File: src/design/rcs_pkg.sv
// Types and constants shared by the reversing contactor sequencer.
// Holds the step encoding, beat structs and register map; depends on nothing.
package rcs_pkg;

  typedef enum logic [3:0] {
    ST_STOP      = 4'd0,
    ST_ON_FWD    = 4'd1,
    ST_WAIT_FWD  = 4'd2,
    ST_FWD       = 4'd3,
    ST_ON_BWD    = 4'd4,
    ST_WAIT_BWD  = 4'd5,
    ST_BWD       = 4'd6,
    ST_OFF       = 4'd7,
    ST_WAIT_STOP = 4'd8,
    ST_EMERG     = 4'd9
  } step_t;

  typedef struct packed {
    logic       forward_switch;
    logic       backward_switch;
    logic       mains_present;
    logic       remote_valid;
    logic       remote_is_write;
    logic [1:0] remote_command;
  } in_item_t;

  typedef struct packed {
    logic       relay_forward;
    logic       relay_common;
    logic       power_switch;
    logic       led_forward;
    logic       led_backward;
    logic       led_emergency;
    logic [1:0] run_direction;
    logic [2:0] direction_status;
    logic       send_reply;
    logic [3:0] sequencer_state;
  } out_item_t;

  // Drive bit positions
  localparam int DB_RFWD = 0;
  localparam int DB_RCOM = 1;
  localparam int DB_PWR  = 2;
  localparam int DB_LFWD = 3;
  localparam int DB_LBWD = 4;
  localparam int DB_LEMG = 5;

  // Armed flag positions
  localparam int ARM_FWD  = 0;
  localparam int ARM_BWD  = 1;
  localparam int ARM_STOP = 2;

  // Remote commands
  localparam logic [1:0] CMD_FWD  = 2'd0;
  localparam logic [1:0] CMD_BWD  = 2'd1;
  localparam logic [1:0] CMD_STOP = 2'd2;

  // Run direction codes
  localparam logic [1:0] RD_STOP = 2'd0;
  localparam logic [1:0] RD_FWD  = 2'd1;
  localparam logic [1:0] RD_BWD  = 2'd2;

  // Direction status codes
  localparam logic [2:0] DS_NONE     = 3'd0;
  localparam logic [2:0] DS_RUN_FWD  = 3'd1;
  localparam logic [2:0] DS_RUN_BWD  = 3'd2;
  localparam logic [2:0] DS_STOP_FWD = 3'd3;
  localparam logic [2:0] DS_STOP_BWD = 3'd4;

  // Register map, word index
  localparam logic [1:0] REG_PON   = 2'd0;
  localparam logic [1:0] REG_POFF  = 2'd1;
  localparam logic [1:0] REG_BLINK = 2'd2;

  localparam logic [15:0] PON_RESET   = 16'd1000;
  localparam logic [15:0] POFF_RESET  = 16'd1000;
  localparam logic [15:0] BLINK_RESET = 16'd500;

endpackage

File: src/design/reversing_contactor_sequencer.sv
// Reversing contactor sequencer top level: tick-driven motor relay sequencing.
// Uses rcs_pkg for the step encoding, beat structs and register map.
//
// Usage: every input beat on in_valid/in_stall is one tick carrying the local
// forward/backward switch levels, the mains sense and an optional remote command.
// Each accepted beat yields exactly one result beat on out_valid/out_stall with
// the relay, power and LED drives, direction codes and the sequencer step.
// A beat accepted at edge t is presented at out_data after edge t. Throughput is
// one beat per cycle while the receiver does not stall; the next-state logic is a
// single pass from the state registers to the result register.
// When the receiver stalls, the result register holds and in_stall rises as
// long as it is full and stalled; a beat is taken in the same cycle that the
// waiting result leaves.
// Delays (power_on_delay, power_off_delay, blink_period) are counted in ticks,
// not clocks, and are set through the APB port at byte addresses 0, 4 and 8.
// Write them only while the block is idle.
// Synchronous reset (rst_n low) puts the sequence in the stop step with all
// relays, power and LEDs off, timers idle and registers at their defaults.
module reversing_contactor_sequencer
  import rcs_pkg::*;
#(
  parameter int DELAY_WIDTH = 16
) (
  input  logic        clk,
  input  logic        rst_n,
  input  logic        in_valid,
  output logic        in_stall,
  input  in_item_t    in_data,
  output logic        out_valid,
  input  logic        out_stall,
  output out_item_t   out_data,
  input  logic        psel,
  input  logic        penable,
  input  logic        pwrite,
  input  logic [3:0]  paddr,
  input  logic [31:0] pwdata,
  output logic [31:0] prdata,
  output logic        pready
);

  localparam logic [32:0] DELAY_MAX = (33'd1 << DELAY_WIDTH) - 33'd1;

  // Configuration registers
  logic [15:0] pon_r, poff_r, blink_per_r;

  // Sequencer state
  step_t                  step_r, step_nxt;
  logic [1:0]             run_dir_r, run_dir_nxt;
  logic [2:0]             dir_st_r, dir_st_nxt;
  logic [2:0]             armed_r, armed_nxt;
  logic                   tp_on_r, tp_on_nxt;
  logic                   tp_off_r, tp_off_nxt;
  logic                   exp_mains_r, exp_mains_nxt;
  logic                   on_act_r, on_act_nxt;
  logic [DELAY_WIDTH-1:0] on_cnt_r, on_cnt_nxt;
  logic                   off_act_r, off_act_nxt;
  logic [DELAY_WIDTH-1:0] off_cnt_r, off_cnt_nxt;
  logic [15:0]            blink_r, blink_nxt;
  logic [5:0]             drive_r, drive_nxt;

  // Result register
  logic      out_valid_r, out_valid_nxt;
  out_item_t out_data_r, out_data_nxt;

  logic                   in_acc;
  logic                   cfg_wr;
  logic [DELAY_WIDTH-1:0] pon_clamp, poff_clamp;

  assign pready   = 1'b1;
  assign cfg_wr   = psel && penable && pwrite;
  assign in_stall = out_valid_r && out_stall;
  assign in_acc   = in_valid && !in_stall;
  assign out_valid = out_valid_r;
  assign out_data  = out_data_r;

  always_comb begin
    if ({17'd0, pon_r} > DELAY_MAX) pon_clamp = DELAY_MAX[DELAY_WIDTH-1:0];
    else pon_clamp = DELAY_WIDTH'({17'd0, pon_r});
    if ({17'd0, poff_r} > DELAY_MAX) poff_clamp = DELAY_MAX[DELAY_WIDTH-1:0];
    else poff_clamp = DELAY_WIDTH'({17'd0, poff_r});
  end

  always_comb begin
    case (paddr[3:2])
      REG_PON:   prdata = {16'd0, pon_r};
      REG_POFF:  prdata = {16'd0, poff_r};
      REG_BLINK: prdata = {16'd0, blink_per_r};
      default:   prdata = 32'd0;
    endcase
  end

  always_ff @(posedge clk) begin
    if (!rst_n) begin
      pon_r       <= PON_RESET;
      poff_r      <= POFF_RESET;
      blink_per_r <= BLINK_RESET;
    end else if (cfg_wr) begin
      case (paddr[3:2])
        REG_PON:   pon_r       <= pwdata[15:0];
        REG_POFF:  poff_r      <= pwdata[15:0];
        REG_BLINK: blink_per_r <= pwdata[15:0];
        default: ;
      endcase
    end
  end

  // Next state for one tick
  always_comb begin
    step_nxt      = step_r;
    run_dir_nxt   = run_dir_r;
    dir_st_nxt    = dir_st_r;
    armed_nxt     = armed_r;
    tp_on_nxt     = tp_on_r;
    tp_off_nxt    = tp_off_r;
    exp_mains_nxt = exp_mains_r;
    on_act_nxt    = on_act_r;
    on_cnt_nxt    = on_cnt_r;
    off_act_nxt   = off_act_r;
    off_cnt_nxt   = off_cnt_r;
    blink_nxt     = blink_r;
    drive_nxt     = drive_r;

    // Advance countdowns before the step runs
    if (on_act_r) begin
      if (on_cnt_r <= DELAY_WIDTH'(1)) begin
        on_act_nxt = 1'b0;
        on_cnt_nxt = '0;
        tp_on_nxt  = 1'b1;
      end else begin
        on_cnt_nxt = on_cnt_r - DELAY_WIDTH'(1);
      end
    end
    if (off_act_r) begin
      if (off_cnt_r <= DELAY_WIDTH'(1)) begin
        off_act_nxt = 1'b0;
        off_cnt_nxt = '0;
        tp_off_nxt  = 1'b1;
        drive_nxt[DB_PWR] = 1'b0;
      end else begin
        off_cnt_nxt = off_cnt_r - DELAY_WIDTH'(1);
      end
    end

    // Local switches act once per press; both released re-arms
    if (in_data.forward_switch && !armed_nxt[ARM_FWD]) begin
      step_nxt = ST_ON_FWD;
      armed_nxt[ARM_FWD]  = 1'b1;
      armed_nxt[ARM_STOP] = 1'b0;
    end
    if (in_data.backward_switch && !armed_nxt[ARM_BWD]) begin
      step_nxt = ST_ON_BWD;
      armed_nxt[ARM_BWD]  = 1'b1;
      armed_nxt[ARM_STOP] = 1'b0;
    end
    if (!in_data.forward_switch && !in_data.backward_switch && !armed_nxt[ARM_STOP]) begin
      armed_nxt = 3'b000;
      armed_nxt[ARM_STOP] = 1'b1;
      step_nxt = ST_OFF;
    end

    if (in_data.remote_valid && in_data.remote_is_write) begin
      case (in_data.remote_command)
        CMD_FWD:  step_nxt = ST_ON_FWD;
        CMD_BWD:  step_nxt = ST_ON_BWD;
        CMD_STOP: step_nxt = ST_OFF;
        default: ;
      endcase
    end

    case (step_nxt)
      ST_ON_FWD, ST_ON_BWD: begin
        drive_nxt[DB_RCOM] = 1'b1;
        if (step_nxt == ST_ON_FWD) drive_nxt[DB_RFWD] = 1'b1;
        exp_mains_nxt = 1'b1;
        on_act_nxt    = 1'b1;
        on_cnt_nxt    = pon_clamp;
        step_nxt      = (step_nxt == ST_ON_FWD) ? ST_WAIT_FWD : ST_WAIT_BWD;
      end
      ST_WAIT_FWD, ST_WAIT_BWD: begin
        if (tp_on_nxt) begin
          tp_on_nxt = 1'b0;
          drive_nxt[DB_LFWD] = (step_nxt == ST_WAIT_FWD);
          drive_nxt[DB_LBWD] = (step_nxt == ST_WAIT_BWD);
          drive_nxt[DB_LEMG] = 1'b0;
          drive_nxt[DB_PWR]  = 1'b1;
          if (step_nxt == ST_WAIT_FWD) begin
            run_dir_nxt = RD_FWD;
            dir_st_nxt  = DS_RUN_FWD;
            step_nxt    = ST_FWD;
          end else begin
            run_dir_nxt = RD_BWD;
            dir_st_nxt  = DS_RUN_BWD;
            step_nxt    = ST_BWD;
          end
        end
      end
      ST_FWD, ST_BWD: begin
        if (!in_data.mains_present) step_nxt = ST_EMERG;
      end
      ST_OFF: begin
        drive_nxt[DB_RFWD] = 1'b0;
        drive_nxt[DB_RCOM] = 1'b0;
        exp_mains_nxt = 1'b0;
        off_act_nxt   = 1'b1;
        off_cnt_nxt   = poff_clamp;
        step_nxt      = ST_WAIT_STOP;
      end
      ST_WAIT_STOP: begin
        if (tp_off_nxt) begin
          tp_off_nxt = 1'b0;
          drive_nxt[DB_PWR]  = 1'b0;
          drive_nxt[DB_LFWD] = 1'b0;
          drive_nxt[DB_LBWD] = 1'b0;
          drive_nxt[DB_LEMG] = 1'b0;
          step_nxt    = ST_STOP;
          run_dir_nxt = RD_STOP;
          if (dir_st_nxt == DS_RUN_FWD) dir_st_nxt = DS_STOP_FWD;
          else if (dir_st_nxt == DS_RUN_BWD) dir_st_nxt = DS_STOP_BWD;
        end
      end
      ST_STOP: begin
        if (in_data.mains_present) step_nxt = ST_OFF;
      end
      ST_EMERG: begin
        if (blink_r >= blink_per_r) begin
          blink_nxt = 16'd0;
          drive_nxt[DB_LEMG] = !drive_nxt[DB_LEMG];
        end else begin
          blink_nxt = blink_r + 16'd1;
        end
        if (!exp_mains_nxt && !in_data.mains_present) step_nxt = ST_STOP;
      end
      default: step_nxt = ST_STOP;
    endcase

    out_data_nxt.relay_forward    = drive_nxt[DB_RFWD];
    out_data_nxt.relay_common     = drive_nxt[DB_RCOM];
    out_data_nxt.power_switch     = drive_nxt[DB_PWR];
    out_data_nxt.led_forward      = drive_nxt[DB_LFWD];
    out_data_nxt.led_backward     = drive_nxt[DB_LBWD];
    out_data_nxt.led_emergency    = drive_nxt[DB_LEMG];
    out_data_nxt.run_direction    = run_dir_nxt;
    out_data_nxt.direction_status = dir_st_nxt;
    out_data_nxt.send_reply       = in_data.remote_valid;
    out_data_nxt.sequencer_state  = step_nxt;

    out_valid_nxt = in_acc || (out_valid_r && out_stall);
  end

  always_ff @(posedge clk) begin
    if (!rst_n) begin
      step_r      <= ST_STOP;
      run_dir_r   <= RD_STOP;
      dir_st_r    <= DS_NONE;
      armed_r     <= 3'b000;
      tp_on_r     <= 1'b0;
      tp_off_r    <= 1'b0;
      exp_mains_r <= 1'b0;
      on_act_r    <= 1'b0;
      on_cnt_r    <= '0;
      off_act_r   <= 1'b0;
      off_cnt_r   <= '0;
      blink_r     <= 16'd0;
      drive_r     <= 6'd0;
      out_valid_r <= 1'b0;
    end else begin
      out_valid_r <= out_valid_nxt;
      if (in_acc) begin
        step_r      <= step_nxt;
        run_dir_r   <= run_dir_nxt;
        dir_st_r    <= dir_st_nxt;
        armed_r     <= armed_nxt;
        tp_on_r     <= tp_on_nxt;
        tp_off_r    <= tp_off_nxt;
        exp_mains_r <= exp_mains_nxt;
        on_act_r    <= on_act_nxt;
        on_cnt_r    <= on_cnt_nxt;
        off_act_r   <= off_act_nxt;
        off_cnt_r   <= off_cnt_nxt;
        blink_r     <= blink_nxt;
        drive_r     <= drive_nxt;
      end
    end
  end

  // Payload: load on accept only
  always_ff @(posedge clk) begin
    if (in_acc) out_data_r <= out_data_nxt;
  end

  a_fwd_dir: assert property (@(posedge clk) disable iff (!rst_n)
    step_r == ST_FWD |-> run_dir_r == RD_FWD)
    else $error("forward step without forward run direction");

  a_bwd_dir: assert property (@(posedge clk) disable iff (!rst_n)
    step_r == ST_BWD |-> run_dir_r == RD_BWD)
    else $error("backward step without backward run direction");

  a_led_excl: assert property (@(posedge clk) disable iff (!rst_n)
    !(drive_r[DB_LFWD] && drive_r[DB_LBWD]))
    else $error("forward and backward LEDs both lit");

  a_beat_out: assert property (@(posedge clk) disable iff (!rst_n)
    in_acc |=> out_valid_r)
    else $error("accepted beat produced no result");

endmodule

File: config.mk
export PLATFORM = sky130hd
export DESIGN_NAME = reversing_contactor_sequencer
export DESIGN_NICKNAME = d
export VERILOG_FILES = /design/src/design/rcs_pkg.sv /design/src/design/reversing_contactor_sequencer.sv
export SDC_FILE = /design/constraint.sdc
export NUM_CORES = 1
export LEC_CHECK = 0
export BUFFER_PORTS_ARGS = -buffer_cell sky130_fd_sc_hd__buf_4
export CELL_PAD_IN_SITES_DETAIL_PLACEMENT = 0
export CELL_PAD_IN_SITES_GLOBAL_PLACEMENT = 1
export CORE_MARGIN = 5
export CORE_UTILIZATION = 45
export DETAILED_ROUTE_END_ITERATION = 8
export HOLD_SLACK_MARGIN = 0.03
export PLACE_DENSITY_LB_ADDON = 0.15
export SKIP_CTS_REPAIR_TIMING = 1
export SLEW_MARGIN = 20
export SYNTH_ARGS = -nofsm -noshare
export SYNTH_HDL_FRONTEND = slang
export SYNTH_SLANG_ARGS = --single-unit
File: constraint.sdc
create_clock -name clk -period 5.5 [get_ports clk]
set_input_delay 0.275 -clock clk [delete_from_list [all_inputs] [get_ports clk]]
set_output_delay 0.275 -clock clk [all_outputs]
set_load 0.01 [all_outputs]
==> results.toml <==
[outcome]
outcome = "finished clean"

[synthesis]
synth-edff-count = 16
syn_inst = 976
avgSynthCellArea_um2 = 7.88
ys_seq_elements = 136
yosys_warnings = 0
synthArstFlopShare = 0
synth_cell_type_count = 72
ys.flop_type = "dfxtp_1"
yosysSeqAreaShare = 0.375
syn_area_um2 = 7690

[power_and_ir_drop]
p_int_mw = 2.00
power.leakage_nw = 3.50
p_clk_frac = 0.393
power.switching_mw = 0.930
p_seq_frac = 0.378
p_per_area_nw_per_um2 = 331
switching_share = 0.318
vdd_drop_max_uv = 225
comb_power_share = 0.230

[clock_network]
cts_made_buffers = 17
clockBufferDepth = 2
clk_latency_ns = 0.42
cts-root-buf = "clkbuf_16"
htreeDepth = 4
clkTransAtPathRegs_ns = 0.06
tritoncts = "done"
cts_sinks = 136

[worst_setup_path]
cp-end-kind = "register"
cp_slowest_cell = "or3_1"
required_ns = 5.86
timing.critical_path.cells = "dlygate4sd3_1 -> buf_4 -> nand3b_1 -> o31a_1 -> a31oi_1 -> or3_1 -> a21oi_2 -> o221a_2"
cp_slowest_stage_delay_ns = 0.86
crit_arrival_ns = 3.53
crit_fanout = 25
reg2reg_slack_ns = 2.41
critPathLaunchType = "input port"
crit_type = "in2reg"

[floorplanning]
die_w_um = 141
io_pins = 101
coreArea_um2 = 16700
num_rows = 47
die_y_um = 141
die_area_um2 = 19800
start_util = 0.460

[routing]
drt_pass1_iterations = 5
wl_per_cell_um = 17.5
vias_per_cell = 5.66
drtIter0Drc = 710
ant_nets = 0
num_vias = 7045
wl_um = 21800
drc = 0

[timing]
setup_viol = 0
rsz0062_at_grt = "no"
final.setup.tns_ns = 0
fin_skew_ns = 0.00838
period_minus_slack_ns = 3.17
fin_crit_sh = 0.576
max_freq_ghz = 0.316
tightest_slew_ns = 1.06
final_hold_viol_count = 0
slew_headroom = 0.292
drv_slew = 0

[layout]
final_cells = 1244
fin_util = 0.530
layout-drive-gt1-share = 0.128
synthToLayoutAreaGrowth_pct = 15.1
nNetsFinal = 1085
antenna_cells = 0

[global_route]
grt.total_usage = 0.220
grt_overflow = 0
grt_pass1_vias = 6595
antenna_found_initial = 0
grt_pass1_wl_um = 35000
grt_max_degree = 52

[placed_design]
place_hpwl_um = 15400
place_inst = 1211
place.gp.congestion = 0.841
port_buffers = 65

[job]
cap_viol_max_count = 0

[min_path]
min_path_type = "in2reg"
path summary, 6_finish.rpt:
kind | startpoint | cells after the start | endpoint
setup / recovery | in_data[3] | 8 | on_cnt_r[0]
hold / removal | in_valid | 2 | out_valid
setup reg to reg | blink_per_r[14] | 8 | blink_r[0]
hold reg to reg | drive_r[1] | 2 | drive_r[1]
critical path: cells and delay by family:
| kind | cells | cell delay, ns |
|---|---|---|
| buf+inv | 2 | 0.68 |
| compound gates | 4 | 1.52 |
| simple gates | 2 | 1.04 |
area by class of cell:
cell class              count  area [um2]
flip-flops and latches    136        2880
clock buffers              20         489
fillers                  1649        7850
multi-input cells         744        4380
repair buffers             75         566
inverters                  37         139
well taps                 220         275
clock inverters            12         114
metrics by stage:
stage	setup slack [ns]	hold WS (ns)	power [mW]	cell area, um2
after CTS	2.41	0.0253	2.95	8830
after floorplan	3.17	0.374	1.63	7740
after detailed placement	2.28	0.452	1.79	8230
after global routing	2.16	0.0557	3.09	8850
after global placement	2.30	0.445	1.79	8230
final	2.33	0.0739	2.93	8850
routing by layer:
metal	share of wire	vias to the layer above	track usage
met5	0	-	0
met4	0.014	0	0.0607
met3	0.057	18	0.0461
met2	0.44	209	0.329
met1	0.49	3288	0.322
li1	-	3530	-
flip-flops by register name, summed over array words and instances (netlist names), 2 cells and up:
register	count
pon_clamp	16
dir_st_r	3
off_cnt_r	16
poff_clamp	16
drive_r	6
blink_r	16
run_dir_r	2
step_r	4
armed_r	3
blink_per_r	16
on_cnt_r	16
out_data	16
synth_stat cells, types with 12 or more instances:
cell / instances / share of area
nor2_1: 65 / 0.032
nor3_1: 43 / 0.028
buf_2: 13 / 0.0085
inv_1: 37 / 0.018
nand4_1: 12 / 0.0098
dfxtp_1: 120 / 0.31
ha_1: 24 / 0.039
xnor2_1: 17 / 0.019
nand2_1: 162 / 0.079
and2_1: 19 / 0.015
buf_4: 17 / 0.017
o21ai_0: 65 / 0.042
nand3_1: 28 / 0.018
edfxtp_1: 16 / 0.062
mux2i_1: 25 / 0.033
o211ai_1: 13 / 0.013
a21oi_1: 76 / 0.049
clkbuf_1: 38 / 0.019
nor4_1: 18 / 0.015
kinds of logic after synthesis:
group	share of synthesized area
flip-flops	0.375
XOR/XNOR	0.0262
AO/OA/AOI/OAI	0.206
buffers and inverters	0.0646
multiplexers	0.0326
other	0.000977
AND/OR/NAND/NOR	0.255
adder cells (fa/ha/maj)	0.0391
cells in the final DEF (no fill, tap or decap), types with 13 or more instances in the layout:
cell type,count
nand3_1,28
mux2i_1,25
nand2_1,162
edfxtp_1,16
dfxtp_1,120
ha_1,24
conb_1,17
clkbuf_16,19
nor3_1,42
and2_1,19
inv_1,35
buf_4,74
nor4_1,18
o21ai_0,65
o211ai_1,13
a21oi_1,76
xnor2_1,17
nor2_1,65
power groups by stage:
stage,combinational [mW],clock (mW),sequential (mW)
2_1_floorplan,0.513,0,1.11
5_1_grt,0.753,1.22,1.11
3_5_place_dp,0.667,0,1.13
4_1_cts,0.670,1.17,1.10
6_report,0.672,1.15,1.11
3_3_place_gp,0.668,0,1.12
Power figures use the tool's default switching activity.
